--- src/sv/ready_queue_scheduler_assert.svh ---
// Assertion macros for the ready queue scheduler.
`ifndef READY_QUEUE_SCHEDULER_ASSERT_SVH
`define READY_QUEUE_SCHEDULER_ASSERT_SVH

// The consequent must hold in the same cycle as the antecedent.
`define RQS_ASSERT_SAME(label, clk, rst, ante, cons) \
   label: assert property (@(posedge clk) disable iff (rst) (ante) |-> (cons)) \
      else $error("rqs assertion failed");

// The consequent must hold in the cycle after the antecedent.
`define RQS_ASSERT_NEXT(label, clk, rst, ante, cons) \
   label: assert property (@(posedge clk) disable iff (rst) (ante) |=> (cons)) \
      else $error("rqs assertion failed");

`endif

--- src/sv/rqs_pkg.sv ---
// Types, codes and helper functions shared by the ready queue scheduler files.
package rqs_pkg;

   localparam int ID_W      = 16;
   localparam int PRIO_W    = 8;
   localparam int MS_W      = 16;
   localparam int STATUS_W  = 2;
   localparam int OUTCOME_W = 2;
   localparam int OCC_W     = 5;
   localparam int POLICY_W  = 2;
   localparam int CSR_IDX_W = 1;
   localparam int CSR_DATA_W = 16;

   localparam logic OP_ENQUEUE  = 1'b0;
   localparam logic OP_DISPATCH = 1'b1;

   localparam logic [STATUS_W-1:0] ST_ENQUEUED   = 2'd0;
   localparam logic [STATUS_W-1:0] ST_FULL       = 2'd1;
   localparam logic [STATUS_W-1:0] ST_DISPATCHED = 2'd2;
   localparam logic [STATUS_W-1:0] ST_EMPTY      = 2'd3;

   localparam logic [OUTCOME_W-1:0] OC_REQUEUED = 2'd0;
   localparam logic [OUTCOME_W-1:0] OC_IO       = 2'd1;
   localparam logic [OUTCOME_W-1:0] OC_DONE     = 2'd2;

   localparam logic [POLICY_W-1:0] POL_LOWEST_ID = 2'd0;
   localparam logic [POLICY_W-1:0] POL_SHORTEST  = 2'd1;
   localparam logic [POLICY_W-1:0] POL_PRIORITY  = 2'd2;
   localparam logic [POLICY_W-1:0] POL_ROUND     = 2'd3;

   localparam logic [CSR_IDX_W-1:0] CSR_POLICY  = 1'd0;
   localparam logic [CSR_IDX_W-1:0] CSR_QUANTUM = 1'd1;

   localparam logic [MS_W-1:0] QUANTUM_RESET = 16'd10;

   typedef struct packed {
      logic [ID_W-1:0]   id;
      logic [PRIO_W-1:0] prio;
      logic [MS_W-1:0]   remaining;
      logic              final_burst;
   } entry_type;

   // True when the candidate beats the current best; ties keep the older entry.
   function automatic logic is_better(entry_type cand, entry_type best,
                                      logic [POLICY_W-1:0] policy);
      logic result;
      case (policy)
         POL_LOWEST_ID: result = cand.id < best.id;
         POL_SHORTEST:  result = cand.remaining < best.remaining;
         POL_PRIORITY:  result = cand.prio > best.prio;
         default:       result = 1'b0;
      endcase
      return result;
   endfunction

endpackage

--- src/sv/rqs_channels.sv ---
// Valid/ready channel interfaces for the scheduler's request and response items.
interface rqs_req_if;
   import rqs_pkg::*;
   logic              valid;
   logic              ready;
   logic              opcode;
   logic [ID_W-1:0]   proc_id;
   logic [PRIO_W-1:0] prio;
   logic [MS_W-1:0]   burst_ms;
   logic              final_burst;

   modport source (output valid, opcode, proc_id, prio, burst_ms, final_burst,
                   input ready);
   modport sink (input valid, opcode, proc_id, prio, burst_ms, final_burst,
                 output ready);
endinterface

interface rqs_rsp_if;
   import rqs_pkg::*;
   logic                 valid;
   logic                 ready;
   logic [STATUS_W-1:0]  status;
   logic [ID_W-1:0]      run_id;
   logic [MS_W-1:0]      run_ms;
   logic [OUTCOME_W-1:0] outcome;
   logic [OCC_W-1:0]     occupancy;

   modport source (output valid, status, run_id, run_ms, outcome, occupancy,
                   input ready);
   modport sink (input valid, status, run_id, run_ms, outcome, occupancy,
                 output ready);
endinterface

--- src/sv/ready_queue_scheduler.sv ---
// Ready queue scheduler: process table in one memory with scan and compaction.
//
// Usage: items arrive on req_chan (valid/ready). An enqueue item appends a
// process to the ready table; a dispatch item selects one process by the
// policy register, removes it (round robin writes any time left back to the
// tail) and reports its run time on rsp_chan. Every item produces exactly
// one response item. The user is to write registers policy and quantum
// through csr_we/csr_addr/csr_wdata only while the block is idle; the block
// itself does not enforce this.
// An enqueue, or a dispatch on an empty table, goes from idle to the post
// stage. Any other dispatch makes one pass over the table to find the winner,
// one pass to close the gap behind it, a finish step and a post step. Both
// passes go through the single read port of the table memory, one entry a
// cycle; the block holds one item at a time.
// The response sits in an output register, so the next item is taken while
// a finished response still waits; if the receiver stalls, a second result
// waits in the post stage until the register frees.
// Reset (synchronous, active high) empties the table and sets policy to
// lowest id and the quantum to 10; table contents need no clearing.
module ready_queue_scheduler #(
   parameter int TABLE_DEPTH = 16
) (
   input  logic                          clock,
   input  logic                          reset,
   rqs_req_if.sink                       req_chan,
   rqs_rsp_if.source                     rsp_chan,
   input  logic                          csr_we,
   input  logic [rqs_pkg::CSR_IDX_W-1:0] csr_addr,
   input  logic [rqs_pkg::CSR_DATA_W-1:0] csr_wdata
);
   import rqs_pkg::*;

   localparam int AW = $clog2(TABLE_DEPTH);
   localparam int CW = $clog2(TABLE_DEPTH + 1);
   localparam logic [CW-1:0] DEPTH_C = CW'(TABLE_DEPTH);

   localparam logic [2:0] S_IDLE  = 3'd0;
   localparam logic [2:0] S_SCAN  = 3'd1;
   localparam logic [2:0] S_SHIFT = 3'd2;
   localparam logic [2:0] S_FIN   = 3'd3;
   localparam logic [2:0] S_POST  = 3'd4;

   entry_type mem [TABLE_DEPTH];

   logic [2:0]            state_ff, state_in;
   logic [CW-1:0]         count_ff, count_in;
   logic [POLICY_W-1:0]   policy_ff;
   logic [MS_W-1:0]       quantum_ff;
   logic [CW-1:0]         ptr_ff, ptr_in;
   logic                  rd_valid_ff, rd_valid_in;
   logic [AW-1:0]         rd_idx_ff, rd_idx_in;
   entry_type             rd_data_ff;
   logic [AW-1:0]         best_idx_ff, best_idx_in;
   entry_type             best_ff, best_in;
   logic [STATUS_W-1:0]   res_status_ff, res_status_in;
   logic [ID_W-1:0]       res_id_ff, res_id_in;
   logic [MS_W-1:0]       res_ms_ff, res_ms_in;
   logic [OUTCOME_W-1:0]  res_outcome_ff, res_outcome_in;
   logic                  rsp_valid_ff, rsp_valid_in;
   logic [STATUS_W-1:0]   rsp_status_ff, rsp_status_in;
   logic [ID_W-1:0]       rsp_id_ff, rsp_id_in;
   logic [MS_W-1:0]       rsp_ms_ff, rsp_ms_in;
   logic [OUTCOME_W-1:0]  rsp_outcome_ff, rsp_outcome_in;
   logic [OCC_W-1:0]      rsp_occ_ff, rsp_occ_in;

   logic                  mem_we, mem_re;
   logic [AW-1:0]         mem_waddr, mem_raddr;
   entry_type             mem_wdata;
   logic                  req_fire, issue;
   logic [MS_W-1:0]       run_ms, left_ms;
   entry_type             new_entry;

   assign req_fire       = req_chan.valid && req_chan.ready;
   assign req_chan.ready = (state_ff == S_IDLE);
   assign issue          = (ptr_ff < count_ff);

   assign new_entry.id          = req_chan.proc_id;
   assign new_entry.prio        = req_chan.prio;
   assign new_entry.remaining   = req_chan.burst_ms;
   assign new_entry.final_burst = req_chan.final_burst;

   assign run_ms  = (best_ff.remaining <= quantum_ff) ? best_ff.remaining : quantum_ff;
   assign left_ms = best_ff.remaining - run_ms;

   always_comb begin
      state_in       = state_ff;
      count_in       = count_ff;
      ptr_in         = ptr_ff;
      rd_valid_in    = 1'b0;
      rd_idx_in      = rd_idx_ff;
      best_idx_in    = best_idx_ff;
      best_in        = best_ff;
      res_status_in  = res_status_ff;
      res_id_in      = res_id_ff;
      res_ms_in      = res_ms_ff;
      res_outcome_in = res_outcome_ff;
      mem_we         = 1'b0;
      mem_waddr      = '0;
      mem_wdata      = new_entry;
      mem_re         = 1'b0;
      mem_raddr      = '0;

      rsp_valid_in   = rsp_valid_ff && !rsp_chan.ready;
      rsp_status_in  = rsp_status_ff;
      rsp_id_in      = rsp_id_ff;
      rsp_ms_in      = rsp_ms_ff;
      rsp_outcome_in = rsp_outcome_ff;
      rsp_occ_in     = rsp_occ_ff;

      case (state_ff)
         S_IDLE: begin
            if (req_fire) begin
               res_id_in      = '0;
               res_ms_in      = '0;
               res_outcome_in = OC_REQUEUED;
               state_in       = S_POST;
               if (req_chan.opcode == OP_ENQUEUE) begin
                  if (count_ff == DEPTH_C) begin
                     res_status_in = ST_FULL;
                  end else begin
                     mem_we        = 1'b1;
                     mem_waddr     = count_ff[AW-1:0];
                     count_in      = count_ff + 1'b1;
                     res_status_in = ST_ENQUEUED;
                  end
               end else if (count_ff == '0) begin
                  res_status_in = ST_EMPTY;
               end else begin
                  ptr_in   = '0;
                  state_in = S_SCAN;
               end
            end
         end
         S_SCAN: begin
            if (issue) begin
               mem_re      = 1'b1;
               mem_raddr   = ptr_ff[AW-1:0];
               rd_idx_in   = ptr_ff[AW-1:0];
               rd_valid_in = 1'b1;
               ptr_in      = ptr_ff + 1'b1;
            end
            if (rd_valid_ff) begin
               if (rd_idx_ff == '0 || is_better(rd_data_ff, best_ff, policy_ff)) begin
                  best_in     = rd_data_ff;
                  best_idx_in = rd_idx_ff;
               end
               // The last entry has come back: start closing the gap behind the winner.
               if (CW'(rd_idx_ff) == count_ff - 1'b1) begin
                  ptr_in   = CW'(best_idx_in) + 1'b1;
                  state_in = S_SHIFT;
               end
            end
         end
         S_SHIFT: begin
            // Reads run one entry ahead of the writes, so no entry is read after its rewrite.
            if (issue) begin
               mem_re      = 1'b1;
               mem_raddr   = ptr_ff[AW-1:0];
               rd_idx_in   = ptr_ff[AW-1:0];
               rd_valid_in = 1'b1;
               ptr_in      = ptr_ff + 1'b1;
            end
            if (rd_valid_ff) begin
               mem_we    = 1'b1;
               mem_waddr = rd_idx_ff - 1'b1;
               mem_wdata = rd_data_ff;
            end
            if (!issue && !rd_valid_ff) begin
               state_in = S_FIN;
            end
         end
         S_FIN: begin
            res_status_in = ST_DISPATCHED;
            res_id_in     = best_ff.id;
            res_outcome_in = best_ff.final_burst ? OC_DONE : OC_IO;
            state_in      = S_POST;
            if (policy_ff == POL_ROUND) begin
               res_ms_in = run_ms;
               if (left_ms != '0) begin
                  // The remainder takes the freed tail slot, so the count stays.
                  mem_we              = 1'b1;
                  mem_waddr           = AW'(count_ff - 1'b1);
                  mem_wdata           = best_ff;
                  mem_wdata.remaining = left_ms;
                  res_outcome_in      = OC_REQUEUED;
               end else begin
                  count_in = count_ff - 1'b1;
               end
            end else begin
               res_ms_in = best_ff.remaining;
               count_in  = count_ff - 1'b1;
            end
         end
         S_POST: begin
            if (!rsp_valid_ff || rsp_chan.ready) begin
               rsp_valid_in   = 1'b1;
               rsp_status_in  = res_status_ff;
               rsp_id_in      = res_id_ff;
               rsp_ms_in      = res_ms_ff;
               rsp_outcome_in = res_outcome_ff;
               rsp_occ_in     = OCC_W'(count_ff);
               state_in       = S_IDLE;
            end
         end
         default: begin
            state_in = S_IDLE;
         end
      endcase
   end

   always_ff @(posedge clock) begin
      if (mem_we) begin
         mem[mem_waddr] <= mem_wdata;
      end
      if (mem_re) begin
         rd_data_ff <= mem[mem_raddr];
      end
   end

   always_ff @(posedge clock) begin
      if (reset) begin
         state_ff     <= S_IDLE;
         count_ff     <= '0;
         policy_ff    <= POL_LOWEST_ID;
         quantum_ff   <= QUANTUM_RESET;
         rd_valid_ff  <= 1'b0;
         rsp_valid_ff <= 1'b0;
      end else begin
         state_ff     <= state_in;
         count_ff     <= count_in;
         rd_valid_ff  <= rd_valid_in;
         rsp_valid_ff <= rsp_valid_in;
         if (csr_we) begin
            case (csr_addr)
               CSR_POLICY:  policy_ff  <= csr_wdata[POLICY_W-1:0];
               CSR_QUANTUM: quantum_ff <= csr_wdata[MS_W-1:0];
               default:     policy_ff  <= policy_ff;
            endcase
         end
      end
   end

   always_ff @(posedge clock) begin
      ptr_ff         <= ptr_in;
      rd_idx_ff      <= rd_idx_in;
      best_idx_ff    <= best_idx_in;
      best_ff        <= best_in;
      res_status_ff  <= res_status_in;
      res_id_ff      <= res_id_in;
      res_ms_ff      <= res_ms_in;
      res_outcome_ff <= res_outcome_in;
      rsp_status_ff  <= rsp_status_in;
      rsp_id_ff      <= rsp_id_in;
      rsp_ms_ff      <= rsp_ms_in;
      rsp_outcome_ff <= rsp_outcome_in;
      rsp_occ_ff     <= rsp_occ_in;
   end

   assign rsp_chan.valid     = rsp_valid_ff;
   assign rsp_chan.status    = rsp_status_ff;
   assign rsp_chan.run_id    = rsp_id_ff;
   assign rsp_chan.run_ms    = rsp_ms_ff;
   assign rsp_chan.outcome   = rsp_outcome_ff;
   assign rsp_chan.occupancy = rsp_occ_ff;

`include "ready_queue_scheduler_assert.svh"

   `RQS_ASSERT_SAME(a_count_bound, clock, reset, 1'b1, count_ff <= DEPTH_C)
   `RQS_ASSERT_NEXT(a_accept_leaves_idle, clock, reset, req_fire, state_ff != S_IDLE)
   `RQS_ASSERT_SAME(a_enqueue_fields, clock, reset,
                    rsp_valid_ff && rsp_status_ff != ST_DISPATCHED,
                    rsp_id_ff == '0 && rsp_ms_ff == '0 && rsp_outcome_ff == OC_REQUEUED)
   `RQS_ASSERT_SAME(a_shift_write_order, clock, reset,
                    state_ff == S_SHIFT && rd_valid_ff,
                    CW'(rd_idx_ff) < count_ff && rd_idx_ff != '0)

endmodule
--- src/flat_wrapper.sv ---
// flat-port wrapper written by rule: the top's interface ports become plain ports
module ready_queue_scheduler_flat import rqs_pkg::*;
#(
   parameter int TABLE_DEPTH = 16
)
  (clock, reset, csr_we, csr_addr, csr_wdata, req_chan_valid, req_chan_opcode, req_chan_proc_id, req_chan_prio, req_chan_burst_ms, req_chan_final_burst, req_chan_ready, rsp_chan_valid, rsp_chan_status, rsp_chan_run_id, rsp_chan_run_ms, rsp_chan_outcome, rsp_chan_occupancy, rsp_chan_ready);
  rqs_req_if req_chan_i ();
  rqs_rsp_if rsp_chan_i ();
  input  logic clock;
  input  logic reset;
  input  logic csr_we;
  input  logic [rqs_pkg::CSR_IDX_W-1:0] csr_addr;
  input  logic [rqs_pkg::CSR_DATA_W-1:0] csr_wdata;
  input wire logic [$bits(req_chan_i.valid)-1:0] req_chan_valid;
  input wire logic [$bits(req_chan_i.opcode)-1:0] req_chan_opcode;
  input wire logic [$bits(req_chan_i.proc_id)-1:0] req_chan_proc_id;
  input wire logic [$bits(req_chan_i.prio)-1:0] req_chan_prio;
  input wire logic [$bits(req_chan_i.burst_ms)-1:0] req_chan_burst_ms;
  input wire logic [$bits(req_chan_i.final_burst)-1:0] req_chan_final_burst;
  output wire logic [$bits(req_chan_i.ready)-1:0] req_chan_ready;
  output wire logic [$bits(rsp_chan_i.valid)-1:0] rsp_chan_valid;
  output wire logic [$bits(rsp_chan_i.status)-1:0] rsp_chan_status;
  output wire logic [$bits(rsp_chan_i.run_id)-1:0] rsp_chan_run_id;
  output wire logic [$bits(rsp_chan_i.run_ms)-1:0] rsp_chan_run_ms;
  output wire logic [$bits(rsp_chan_i.outcome)-1:0] rsp_chan_outcome;
  output wire logic [$bits(rsp_chan_i.occupancy)-1:0] rsp_chan_occupancy;
  input wire logic [$bits(rsp_chan_i.ready)-1:0] rsp_chan_ready;
  assign req_chan_i.valid = req_chan_valid;
  assign req_chan_i.opcode = req_chan_opcode;
  assign req_chan_i.proc_id = req_chan_proc_id;
  assign req_chan_i.prio = req_chan_prio;
  assign req_chan_i.burst_ms = req_chan_burst_ms;
  assign req_chan_i.final_burst = req_chan_final_burst;
  assign req_chan_ready = req_chan_i.ready;
  assign rsp_chan_valid = rsp_chan_i.valid;
  assign rsp_chan_status = rsp_chan_i.status;
  assign rsp_chan_run_id = rsp_chan_i.run_id;
  assign rsp_chan_run_ms = rsp_chan_i.run_ms;
  assign rsp_chan_outcome = rsp_chan_i.outcome;
  assign rsp_chan_occupancy = rsp_chan_i.occupancy;
  assign rsp_chan_i.ready = rsp_chan_ready;
  ready_queue_scheduler #(.TABLE_DEPTH(TABLE_DEPTH)) u_core (.clock(clock), .reset(reset), .req_chan(req_chan_i), .rsp_chan(rsp_chan_i), .csr_we(csr_we), .csr_addr(csr_addr), .csr_wdata(csr_wdata));
endmodule
--- config.mk ---
export PLATFORM = sky130hd
export DESIGN_NAME = ready_queue_scheduler_flat
export DESIGN_NICKNAME = d
export VERILOG_FILES = /design/src/sv/rqs_pkg.sv /design/src/sv/rqs_channels.sv /design/src/sv/ready_queue_scheduler.sv /design/src/flat_wrapper.sv
export VERILOG_INCLUDE_DIRS = /design/src /design/src/sv
export SDC_FILE = /design/constraint.sdc
export NUM_CORES = 1
export LEC_CHECK = 0
export BUFFER_PORTS_ARGS = -buffer_cell sky130_fd_sc_hd__buf_2
export CAP_MARGIN = 20
export CORE_MARGIN = 5
export CORE_UTILIZATION = 30
export DETAILED_ROUTE_END_ITERATION = 10
export PLACE_DENSITY = 0.5
export SLEW_MARGIN = 40
export SYNTH_ARGS = -nofsm -noshare
export SYNTH_HDL_FRONTEND = slang
export SYNTH_SLANG_ARGS = --single-unit
--- constraint.sdc ---
create_clock -name clock -period 9.44 [get_ports clock]
set_input_delay 0.944 -clock clock [delete_from_list [all_inputs] [get_ports clock]]
set_output_delay 0.944 -clock clock [all_outputs]
set_load 0.02 [all_outputs]
==> run_results.csv <==
group,metric,value,unit
run_status,outcome,"finished, final reports clean",
yosys,syn-cell-area,35530,µm²
cts,cts_setup_buffers,0,
worst_setup_path,crit_type,"reg -> reg",
yosys,synth_warnings,0,
yosys,async_reset_ff_frac,0,
route,m1WireLength,40.80,mm
yosys,synth_cells,2050,
layout,final_common_cell,"edfxtp_1",
flow_run,drv_cap,0,
cts,holdBufCountCts,0,
worst_setup_path,cp-end-kind,"flop",
cts,htreeDepth,3,
min_path,worstHoldPathType,"reg -> reg",
yosys,synth_fp_nets,2196,
worst_setup_path,crit_end,"u_core.mem[8][5]",
route,ant_nets,0,
cts,cts_sinks,856,
cts,clock_latency,0.65,ns
pwr,vdd_drop_max,0.1314,mV
grt,grt_pass1_wl,137.1,mm
layout,final_util,0.3509,
die,core,117900,µm²
worst_setup_path,worstSetupStartpoint,"u_core.best_ff[15]",
worst_setup_path,start_kind,"flop",
timing,hold_violations,0,
yosys,yosysTopAreaCell,"edfxtp_1",
worst_setup_path,cp.required,9.70,ns
pwr,p_per_area,196.0,nW/µm²
timing,worst_pin_slew,0.8562,ns
grt,antenna_found_initial,10,
yosys,synthFlopType,"edfxtp_1",
worst_setup_path,arrival,7.88,ns
layout,stdcell_area,41380,µm²
cts,ctsResizeCount,0,
worst_setup_path,r2r_end,"u_core.mem[8][5]",
placement,numPortBuffers,106,
timing,grt_setup_unrepaired,"false",
min_path,min_path_cells,0,
die,fp.dieW,354.2,µm
pwr,p_leak,0.01393,µW
worst_setup_path,reg2reg_slack,1.82,ns
route,wl,93.07,mm
yosys,ys_ff_latch,856,
route,maxUsedRoutingLayer,"met5",
die,dieHeight,354.2,µm
grt,grt.overflow.total,0,
route,drtIter0Drc,1718,
placement,place.gp.congestion,0.8347,
route,routedWlPerCell,24.42,µm
die,io_pins,107,
placement,placed_area,38310,µm²
timing,tns,0,ns
cts,clk_pin_slew_worst_paths,0.06,ns
layout,area_growth,16.45,%
timing,setup_viol,0,
route,dr_total_vias,19560,
timing,skew,0.02742,ns
grt,grt_pass1_vias,20220,
grt,track_usage,0.1453,
cts,root_buffer,"clkbuf_16",
yosys,synth_edf_count,828,
timing,slew_headroom,0.4292,
worst_setup_path,ff2ff_path_depth,18,
die,start_util,0.3013,
worst_setup_path,crit_fanout,26,
cts,cts_tree,"done",
route,drc,0,
route,wl_met3,5.947,mm
yosys,synthTopCellsByArea,"edfxtp_1 70%, mux4_2 10%, ha_1 2.9%",
die,fp.dieArea,125400,µm²
timing,drv_slew,0,
placement,dp.cells,3643,
route,first_pass_iters,5,
layout,num-nets-final,2346,
yosys,synth_cell_type_count,79,
yosys,synth.yosys.seq_area_share,0.7155,
yosys,yosysTopAreaCellShare,0.6997,
cts,clockBufferDepth,3,
cts,cts_buffers,90,
timing,layout_worst_path_cycle_share,0.8069,
placement,place_hpwl,56.35,mm
route,viasPerCell,5.134,
timing,fmax,0.1313,GHz
yosys,syn-mean-instance-area,17.33,µm²
layout,final_cells,3811,
grt,grt_max_degree,90,
die,num_rows,126,
layout,most-common-layout-cells,"828 x edfxtp_1, 164 x mux4_2, 127 x nand2_1, 106 x buf_2, 101 x a22oi_1",
timing,fin_crit,7.617,ns
worst_setup_path,r2r-start,"u_core.best_ff[15]",
route,dr_wl_met2,44.27,mm
layout,drive_gt1_frac,0.2305,
cell families (layout without fill, tap and decap cells):
family / Yosys count / in the layout / share of synthesized area
buffers and inverters: 195 / 418 / 0.02162
AND/OR/NAND/NOR: 349 / 349 / 0.04683
multiplexers: 176 / 176 / 0.1074
XOR/XNOR: 19 / 19 / 0.004683
flip-flops: 856 / 856 / 0.7155
other: 0 / 2 / 0
adder cells (fa/ha/maj): 82 / 82 / 0.02909
AO/OA/AOI/OAI: 373 / 373 / 0.07483
layer usage:
metal  GRT usage  vias to the layer above
met2      0.2373                      632
met3     0.02888                      109
li1            -                     8557
met4     0.04164                        6
met1      0.1983                    10260
met5           0                        -
sequential cells by signal, summed over array words and instances, names as in the netlist, 3 cells and up:
| register | count |
|---|---|
| u_core.best_idx_ff | 4 |
| u_core.state_ff | 3 |
| u_core.mem | 656 |
| u_core.res_ms_ff | 16 |
| u_core.rsp_chan.run_id | 16 |
| u_core.ptr_ff | 5 |
| u_core.rsp_chan.run_ms | 16 |
| u_core.quantum_ff | 16 |
| u_core.rd_data_ff | 41 |
| u_core.rsp_chan.occupancy | 5 |
| u_core.count_ff | 5 |
| u_core.best_ff | 41 |
| u_core.rd_idx_ff | 4 |
| u_core.res_id_ff | 16 |
critical path: stages (launching register included):
cell and delay [ns]:
edfxtp_1 0.45, ha_1 0.36, nand4_1 0.17, nor4_1 0.39, a21boi_0 0.22, o31a_1 0.36
buf_4 0.37, a21oi_1 0.15, ha_1 0.44, o2111ai_1 0.22, and2_1 0.22, o311ai_0 0.68
o2111ai_1 0.31, nor4b_4 0.52, a21oi_4 0.24, buf_4 0.30, a211oi_1 0.47, and3b_2 0.71
buf_4 0.63
area by class of cell:
cell class | instances | area (µm²)
Fill cell | 11130 | 76550
Sequential cell | 856 | 25430
Multi-Input combinational cell | 999 | 9602
Clock buffer | 104 | 2346
Tap cell | 1536 | 1922
Timing Repair Buffer | 165 | 1077
Clock inverter | 61 | 669.4
Inverter | 88 | 330.3
Antenna cell | 2 | 5.005
Yosys cell counts (8+ instances only):
master and instances:
dfxtp_1 28, inv_1 87, o211ai_1 8, nand3_1 17, o21a_1 8, mux4_2 164, nand2_1 130, nor2_1 94
a22o_1 13, nor2b_1 20, mux2i_1 9, a211oi_1 21, nand2b_1 11, nand4_1 14, clkbuf_1 80, buf_1 12
a22oi_1 101, xnor2_1 8, edfxtp_1 828, ha_1 81, o221ai_1 13, buf_2 11, xor2_1 11, a21oi_1 76
a21o_1 33, a221o_1 8, o21ai_0 25, nor3_1 15
how the worst min path moves through the flow:
| stage | start | endpoint | slack [ns] |
|---|---|---|---|
| 6_report | u_core.res_ms_ff[10] | u_core.rsp_chan.run_ms[10] | 0.42 |
| 5_1_grt | u_core.res_ms_ff[1] | u_core.rsp_chan.run_ms[1] | 0.42 |
| 4_1_cts | u_core.res_ms_ff[10] | u_core.rsp_chan.run_ms[10] | 0.42 |
| 3_5_place_dp | u_core.res_outcome_ff[1] | u_core.rsp_chan.outcome[1] | 0.40 |
| 3_3_place_gp | u_core.res_ms_ff[12] | u_core.rsp_chan.run_ms[12] | 0.40 |
| 2_1_floorplan | u_core.res_outcome_ff[0] | u_core.rsp_chan.outcome[0] | 0.40 |
where the power goes:
group	total [µW]	switching (µW)	internal (µW)
clock network	3600	1480	2120
registers	4230	18.1	4210
logic	282	190	92.2
through the flow:
stage | power (µW) | setup slack [ns] | hold slack (ns)
after floorplan | 4480 | 1.291 | 0.4003
after global placement | 4583 | 1.820 | 0.4030
after detailed placement | 4595 | 1.950 | 0.4045
after CTS | 8210 | 1.905 | 0.4182
after global routing | 8397 | 1.260 | 0.4240
final | 8110 | 1.823 | 0.4168
Note: power is estimated with default switching activity, not from simulation.
